===== src/rtl/pnt_pkg.sv =====
package pnt_pkg;

   localparam int unsigned NUMBER_WIDTH = 16;
   localparam int unsigned SUM_WIDTH    = 20;

   // controller to datapath
   typedef struct packed {
      logic load;
      logic div_init;
      logic div_step;
      logic accum;
   } dp_cmd_type;

   // datapath to controller
   typedef struct packed {
      logic more;
      logic last_step;
   } dp_sts_type;

endpackage


===== src/rtl/pnt_dp.sv =====
module pnt_dp #(
   parameter int unsigned NW = 16
) (
   input  logic                                clock,
   input  logic                                reset,
   input  pnt_pkg::dp_cmd_type                 cmd,
   output pnt_pkg::dp_sts_type                 sts,
   input  logic [pnt_pkg::NUMBER_WIDTH-1:0]    number,
   output logic                                is_perfect,
   output logic [pnt_pkg::SUM_WIDTH-1:0]       divisor_sum
);

   localparam int unsigned CW = (NW > 1) ? $clog2(NW) : 1;
   localparam int unsigned SW = pnt_pkg::SUM_WIDTH;

   logic [NW-1:0] num_ff, num_in;
   logic [NW-1:0] div_ff, div_in;
   logic [NW-1:0] rem_ff, rem_in;
   logic [NW-1:0] shf_ff, shf_in;
   logic [CW-1:0] cnt_ff, cnt_in;
   logic [SW-1:0] sum_ff, sum_in;
   logic [NW:0]   rem_sh;
   logic [NW:0]   rem_diff;

   // one restoring division step: bring down the next dividend bit
   assign rem_sh   = {rem_ff, shf_ff[NW-1]};
   assign rem_diff = rem_sh - {1'b0, div_ff};

   always_comb begin
      num_in = num_ff;
      div_in = div_ff;
      rem_in = rem_ff;
      shf_in = shf_ff;
      cnt_in = cnt_ff;
      sum_in = sum_ff;
      if (cmd.load) begin
         num_in = number[NW-1:0];
         div_in = NW'(1);
         sum_in = '0;
      end
      if (cmd.div_init) begin
         rem_in = '0;
         shf_in = num_ff;
         cnt_in = CW'(NW - 1);
      end
      if (cmd.div_step) begin
         shf_in = {shf_ff[NW-2:0], 1'b0};
         cnt_in = cnt_ff - CW'(1);
         if (rem_sh >= {1'b0, div_ff}) begin
            rem_in = rem_diff[NW-1:0];
         end else begin
            rem_in = rem_sh[NW-1:0];
         end
      end
      if (cmd.accum) begin
         if (rem_ff == '0) begin
            sum_in = sum_ff + SW'(div_ff);
         end
         div_in = div_ff + NW'(1);
      end
   end

   always_ff @(posedge clock) begin
      if (reset) begin
         num_ff <= '0;
         div_ff <= '0;
         rem_ff <= '0;
         shf_ff <= '0;
         cnt_ff <= '0;
         sum_ff <= '0;
      end else begin
         num_ff <= num_in;
         div_ff <= div_in;
         rem_ff <= rem_in;
         shf_ff <= shf_in;
         cnt_ff <= cnt_in;
         sum_ff <= sum_in;
      end
   end

   assign sts.more      = (div_ff < num_ff);
   assign sts.last_step = (cnt_ff == '0);

   assign is_perfect  = (num_ff != '0) && (sum_ff == SW'(num_ff));
   assign divisor_sum = sum_ff;

endmodule


===== src/rtl/pnt_ctrl.sv =====
module pnt_ctrl (
   input  logic                 clock,
   input  logic                 reset,
   input  logic                 start,
   output logic                 busy,
   output logic                 rsp_valid,
   output pnt_pkg::dp_cmd_type  cmd,
   input  pnt_pkg::dp_sts_type  sts
);

   typedef enum logic [1:0] {
      ST_IDLE,
      ST_CHECK,
      ST_DIVIDE,
      ST_ACCUM
   } state_type;

   state_type state_ff;
   logic      busy_ff;
   logic      valid_ff;

   always_ff @(posedge clock) begin
      if (reset) begin
         state_ff <= ST_IDLE;
         busy_ff  <= 1'b0;
         valid_ff <= 1'b0;
      end else begin
         valid_ff <= 1'b0;
         case (state_ff)
            ST_IDLE: begin
               if (start) begin
                  state_ff <= ST_CHECK;
                  busy_ff  <= 1'b1;
               end
            end
            ST_CHECK: begin
               if (sts.more) begin
                  state_ff <= ST_DIVIDE;
               end else begin
                  // every candidate tried, word goes out next cycle
                  state_ff <= ST_IDLE;
                  busy_ff  <= 1'b0;
                  valid_ff <= 1'b1;
               end
            end
            ST_DIVIDE: begin
               if (sts.last_step) begin
                  state_ff <= ST_ACCUM;
               end
            end
            ST_ACCUM: begin
               state_ff <= ST_CHECK;
            end
            default: begin
               state_ff <= ST_IDLE;
               busy_ff  <= 1'b0;
            end
         endcase
      end
   end

   always_comb begin
      cmd.load     = (state_ff == ST_IDLE) && start;
      cmd.div_init = (state_ff == ST_CHECK) && sts.more;
      cmd.div_step = (state_ff == ST_DIVIDE);
      cmd.accum    = (state_ff == ST_ACCUM);
   end

   assign busy      = busy_ff;
   assign rsp_valid = valid_ff;

endmodule


===== src/rtl/perfect_number_test_core.sv =====
// Perfect number test. A word is taken on a clock edge with start high and busy low; the low
// min(NUM_WIDTH, 16) bits of req_number are used. Every candidate divisor d from 1 to n-1 is
// tried on a one-bit-per-cycle restoring divider, and each d that leaves no remainder is added
// to the sum. Each candidate goes through a compare, the division steps, one per dividend bit,
// and an accumulate. The result is on the rsp_ ports for exactly one cycle with rsp_valid high,
// and busy is low from that cycle on. The receiver cannot stall: rsp_valid is not held, so the
// word must be taken in that cycle or it is gone.
module perfect_number_test_core #(
   parameter int unsigned NUM_WIDTH = 16
) (
   input  logic                                clock,
   input  logic                                reset,
   input  logic                                start,
   output logic                                busy,
   input  logic [pnt_pkg::NUMBER_WIDTH-1:0]    req_number,
   output logic                                rsp_valid,
   output logic                                rsp_is_perfect,
   output logic [pnt_pkg::SUM_WIDTH-1:0]       rsp_divisor_sum
);

   localparam int unsigned NW =
      (NUM_WIDTH < pnt_pkg::NUMBER_WIDTH) ? NUM_WIDTH : pnt_pkg::NUMBER_WIDTH;

   pnt_pkg::dp_cmd_type cmd;
   pnt_pkg::dp_sts_type sts;

   pnt_ctrl u_ctrl (
      .clock     (clock),
      .reset     (reset),
      .start     (start),
      .busy      (busy),
      .rsp_valid (rsp_valid),
      .cmd       (cmd),
      .sts       (sts)
   );

   pnt_dp #(
      .NW (NW)
   ) u_dp (
      .clock       (clock),
      .reset       (reset),
      .cmd         (cmd),
      .sts         (sts),
      .number      (req_number),
      .is_perfect  (rsp_is_perfect),
      .divisor_sum (rsp_divisor_sum)
   );

endmodule

===== config.mk =====
export PLATFORM = sky130hd
export DESIGN_NAME = perfect_number_test_core
export DESIGN_NICKNAME = d
export VERILOG_FILES = /design/src/rtl/pnt_pkg.sv /design/src/rtl/pnt_dp.sv /design/src/rtl/pnt_ctrl.sv /design/src/rtl/perfect_number_test_core.sv
export SDC_FILE = /design/constraint.sdc
export NUM_CORES = 1
export LEC_CHECK = 0
export BUFFER_PORTS_ARGS = -buffer_cell sky130_fd_sc_hd__buf_4
export CAP_MARGIN = 20
export CELL_PAD_IN_SITES_DETAIL_PLACEMENT = 2
export CELL_PAD_IN_SITES_GLOBAL_PLACEMENT = 2
export CORE_UTILIZATION = 40
export DETAILED_ROUTE_END_ITERATION = 8
export GPL_ROUTABILITY_DRIVEN = 0
export HOLD_SLACK_MARGIN = 0.15
export PLACE_DENSITY_LB_ADDON = 0.05
export SYNTH_ARGS = -nofsm -noshare
export SYNTH_HDL_FRONTEND = slang
export SYNTH_SLANG_ARGS = --single-unit
export TNS_END_PERCENT = 5

===== constraint.sdc =====
create_clock -name clock -period 3.9 [get_ports clock]
set_clock_uncertainty 0.05 [all_clocks]
set_input_delay 0.78 -clock clock [delete_from_list [all_inputs] [get_ports clock]]
set_output_delay 0.78 -clock clock [all_outputs]
set_load 0.01 [all_outputs]

# Yosys cells after proc, flatten, opt, wreduce, memory -nomap -nowiden
# Index checks and enable logic that the tools add are counted.
dict set report totals {
  ff_bits 92
  input_bits 19
  output_inout_bits 23
  elab_cells 58
}
dict set report classes {
  add_sub_neg 4
  order_cmp 2
  eq_ne 7
  muxes 20
  bitwise_logic 1
  reduce_logical 14
}
# op n
set ops {}
lappend ops {{$mux W16} 7}
lappend ops {{$mux W20} 3}
lappend ops {{$add A20 B16 Y20} 1}
lappend ops {{$eq A20 B16 Y1} 1}
lappend ops {{$ge A17 B16 Y1} 1}
lappend ops {{$add A16 B1 Y16 const B} 1}
lappend ops {{$logic_not A16 Y1} 1}
lappend ops {{$lt A16 B16 Y1} 1}
lappend ops {{$reduce_bool A16 Y1} 1}
lappend ops {{$sub A16 B16 Y16} 1}
lappend ops {{$mux W4} 2}
lappend ops {{$pmux W2 S4} 1}
lappend ops {{$mux W2} 3}
lappend ops {{$reduce_bool A2 Y1} 3}
lappend ops {{$eq A2 B2 Y1 const B} 2}
lappend ops {{$logic_not A4 Y1} 1}
lappend ops {{$ne A2 B2 Y1 const B} 2}
lappend ops {{$reduce_or A2 Y1} 2}
lappend ops {{$sub A4 B1 Y4 const B} 1}
lappend ops {{$logic_and A1 B1 Y1} 3}
lappend ops {{$mux W1} 3}
lappend ops {{$reduce_and A3 Y1} 1}
lappend ops {{$eq A2 B1 Y1 const B} 1}
lappend ops {{$logic_not A2 Y1} 1}
lappend ops {{other kinds (4)} 4}

# Depth between registers and ports, before layout
dict set report depth {
  ltp_word 5
  mapped_depth 12
  mapped_depth_nobuf 10
}

# Modules after synthesis
# A second synthesis with hierarchy kept.
dict set report unflattened {
  cells_unflattened 741
  hier_area_um2 6095.8
}
# mod n_inst cells_per_inst area_per_inst_um2
set by_module_without_submodules {}
lappend by_module_without_submodules {pnt_dp 1 717 5844.4}
lappend by_module_without_submodules {pnt_ctrl 1 24 251.5}

# Worst setup path before layout
# No wires, ideal clock.
dict set report synth_path {
  kind {reg-to-reg}
  start {register u_dp.div_ff[6]}
  end {register u_dp.rem_ff[10]}
  arrival_ps 2363
  required_time_ps 3728
  path_slack_ps 1366
  path_stages_with_launch 11
  n_path_buf 1
  synth_period_minus_slack_ps 2534
  cell_sequence {dfxtp_1 > inv_1 > ha_1 > a21oi_1 > o21ai_1 > or3_1 > o21a_1 > o32ai_2 > buf_4 > nor3_1 > a221o_1}
}
dict set report synth_between {
  elab_chain_len 3
  elab_cells_between_ends 7
  cone_classes {1 x add/sub; 2 x order compare; 2 x mux; 2 x reduce/logical}
}
# item line
set synth_rtl {}
lappend synth_rtl {{from (decl)} pnt_dp.sv:17} ;# logic [NW-1:0] div_ff, div_in;
lappend synth_rtl {{from (signal assigned)} pnt_dp.sv:73} ;# div_ff <= div_in;
lappend synth_rtl {{$sub A16 B16 Y16, or another cell as far along} pnt_dp.sv:27} ;# assign rem_diff = rem_sh - {1'b0, div_ff};
lappend synth_rtl {{$mux W16 / $logic_and A1 B1 Y1 (equally long branches)} {pnt_dp.sv:49, pnt_ctrl.sv:64}}
lappend synth_rtl {{$mux W16 / $reduce_bool A2 Y1 (equally long branches)} --}
lappend synth_rtl {{to (signal assigned)} pnt_dp.sv:74} ;# rem_ff <= rem_in;
lappend synth_rtl {{to (decl)} pnt_dp.sv:18} ;# logic [NW-1:0] rem_ff, rem_in;
# Several ways; a longest one is shown, not always the timed one.
# A chain may end at the register's enable or synchronous reset.

# Worst setup path in the final report
dict set report layout_path {
  start {register u_dp.sum_ff[16] (netlist: u_dp.divisor_sum[16])}
  end {output rsp_is_perfect}
}
dict set report layout_between {
  elab_chain_len 2
}
# item line
set layout_rtl {}
lappend layout_rtl {{from (decl)} pnt_dp.sv:21} ;# logic [SW-1:0] sum_ff, sum_in;
lappend layout_rtl {{from (signal assigned)} pnt_dp.sv:77} ;# sum_ff <= sum_in;
lappend layout_rtl {{$eq A20 B16 Y1} pnt_dp.sv:84} ;# assign is_perfect = (num_ff != '0) && (sum_ff == SW'(num_ff));
lappend layout_rtl {{$logic_and A1 B1 Y1} pnt_dp.sv:84}
lappend layout_rtl {{to (decl)} perfect_number_test_core.sv:17} ;# output logic rsp_is_perfect,
# No other way between the ends.

==> flow_metrics.tcl <==
set metrics [dict create \
    status "finished, final reports clean" \
    top_usage_layer "met2" \
    post_cts_buffers 0 \
    synth.distinct_cells 67 \
    path_max_fanout 8 \
    place_ws_ps 606 \
    crit_family "simple AND/OR/NAND/NOR gates" \
    grt_overflow_total 0 \
    finalSetupViolCount 0 \
    cpPeakStageDelay_ps 630 \
    tightest_slew_ps 1090 \
    clkTransAtPathRegs_ps 70 \
    slew_headroom_pct 26.6 \
    required_ps 3070 \
    hold_path.class "reg2reg" \
    synth_fp_nets 835 \
    synth_top_area_cell "dfxtp_1" \
    critPathArrivalTime_ps 2490 \
    grt_pass1_vias 6545 \
    power_density_nw_per_um2 364 \
    ys_async_sr_fraction_pct 0 \
    rsz0062_at_grt "false" \
    drtIter0Drc 239 \
    path_class "reg2out" \
    cts_buffers 9 \
    period_minus_slack_ps 3320 \
    ys_top_cells_by_count "dfxtp_1 (92), nand2_1 (78), a21oi_1 (77)" \
    clockBufferDepth 2 \
    cts_tree "done" \
    drt_wl_total_um 22100 \
    layout_setup_ws_ps 581 \
    die_w_um 125 \
    wl_per_cell_um 22.7 \
    die_h_um 125 \
    clock.fmax_mhz 301 \
    cts_num_sinks 92 \
    start_util_pct 41.3 \
    vias_per_cell 6.16 \
    holdWs_ps 414 \
    synth-main-ff-cell "dfxtp_1" \
    grt_util_met1_pct 37.7 \
    utilization_pct 46.4 \
    insertion_delay_ps 350 \
    maxCapViolations 0 \
    hold_violations 0 \
    syn2layout_area_growth_pct 12.3 \
    synth_top_cell_area_share_pct 30.3 \
    synthesis.instances 761 \
    dieArea_sq_um 15700 \
    htree_levels 3 \
    synth_edf_count 0 \
    netlist_area_sq_um 6080 \
    post-place-cells 960 \
    synthMostInstantiatedCell "dfxtp_1" \
    yosysSeqAreaShare_pct 30.3 \
    antenna_found_initial 0 \
    hold_buffers 0 \
    grtUsageMet3_pct 3.00 \
    crit_path_end_kind "primary output" \
    grtUsageMet2_pct 51.4 \
    vdd_ir_drop_max_mv 0.232 \
    portBuffers 41 \
    crit_chain "nor4_1, o21ai_0, nor4_1, nand4_1, a21oi_1, buf_4" \
    ys_ff_latch 92 \
    crit_path_frequent_cell "nor4_1" \
    ant_nets 0 \
    vias 6003 \
    grt_max_degree 69 \
    grt_use_total_pct 29.3 \
    final.setup.tns_ps 0 \
    drc_errors 0 \
    hpwl_um 16700 \
    post_cts_resized 0 \
    cts-root-buf "clkbuf_16" \
    synthTopCellsByArea "dfxtp_1 (30%), ha_1 (11%), a21oi_1 (6.3%)" \
    min_period_over_period_pct 85.1 \
    io_pins 42 \
    syn_area_per_cell_sq_um 7.98 \
    worstPathBufferInverterCount 1 \
    row_count 44 \
    fin_cells 975 \
    grt_pass1_wl_um 36100 \
    critPathLaunchType "register" \
    drv_slew 0 \
    ys_warn_count 0 \
    drive_gt1_share_pct 10.6 \
    design.core.area_sq_um 14700 \
    dr.pass1.iters 6 \
    num_antenna_cells 0 \
    p_leak_nw 2.71 \
    nets 862 \
    cp_slowest_cell "nor4_1" \
]
-- state kept, by name, indices dropped and copies added, names as in the netlist, 2 cells and up --
register          flops
u_dp.divisor_sum     20
u_ctrl.state_ff       2
u_dp.cnt_ff           4
u_dp.rem_ff          16
u_dp.div_ff          16
u_dp.num_ff          16
u_dp.shf_ff          16
-- through the flow --
step	power (mW)	area, sq um
6_report	2.48	6820
3_3_place_gp	1.51	6510
5_1_grt	2.59	6820
3_5_place_dp	1.55	6510
4_1_cts	2.49	6810
2_1_floorplan	1.39	6080
-- logic make-up after synthesis --
group	Yosys count	share of synthesized area (%)
multiplexers	4	0.680
AND/OR/NAND/NOR	266	21.7
buffers and inverters	80	5.42
flip-flops	92	30.3
AO/OA/AOI/OAI	230	25.4
XOR/XNOR	34	4.90
adder cells (fa/ha/maj)	55	11.6
-- routing by layer --
metal  vias to the layer above  share of wire, %  wire length, um
li1                       2824                 -                -
met1                      3059                45             9960
met2                        88                50            11000
met3                        32               3.2              705
met4                         0               2.0              434
met5                         -                 0                0
-- tightest hold or removal path: stages, from the launching register on --
cell     delay [ps]
dfxtp_1         310
nand2_1          50
a21oi_1          50
-- cell type report --
cell class | instances | area (sq um)
multi-input cells | 589 | 3910
fillers | 1692 | 7880
repair buffers | 48 | 360
inverters | 48 | 180
flip-flops and latches | 92 | 1840
clock inverters | 5 | 78.8
clock buffers | 9 | 225
well taps | 184 | 230
-- where the power goes --
group	leakage (nW)	total, mW	internal (mW)	switching (mW)
combinational	1.81	0.508	0.185	0.323
sequential	0.746	1.03	0.984	0.0489
clock	0.151	0.941	0.554	0.387
total	2.71	2.48	1.72	0.759
-- path summary, 6_finish.rpt --
path / startpoint / slack (ps) / cells after the start / endpoint
max: u_dp.divisor_sum[16] / 580 / 6 / rsp_is_perfect
min: u_dp.num_ff[3] / 410 / 2 / u_dp.num_ff[3]
max reg2reg: u_dp.num_ff[9] / 860 / 9 / u_dp.cnt_ff[3]
min reg2reg: u_dp.num_ff[3] / 410 / 2 / u_dp.num_ff[3]
-- layout by cell type, fill, tap and decap left out, types with 3 or more instances in the layout --
cell	synthesis	final
xor2_1	10	10
nand2b_1	13	13
a221o_1	15	15
nor2_1	58	58
and2_1	4	4
a21o_1	14	14
xnor2_1	24	24
buf_4	2	48
nor4_1	11	11
and4_1	3	3
a211oi_1	23	23
nor4b_1	3	3
or3_1	9	9
o21a_1	11	11
clkbuf_16	0	9
a311oi_1	9	9
nor2b_1	4	4
inv_1	47	47
dfxtp_1	92	92
a31oi_1	8	8
ha_1	53	53
mux2i_1	3	3
nand3_1	24	24
nand2_1	78	78
a21oi_1	77	77
o21ai_0	37	37
nand4_1	10	10
o31a_1	3	3
a2111oi_0	3	3
nor3_2	10	10
o211ai_1	5	5
nor3_1	29	29
No activity file was read; power rests on OpenSTA's default activity.
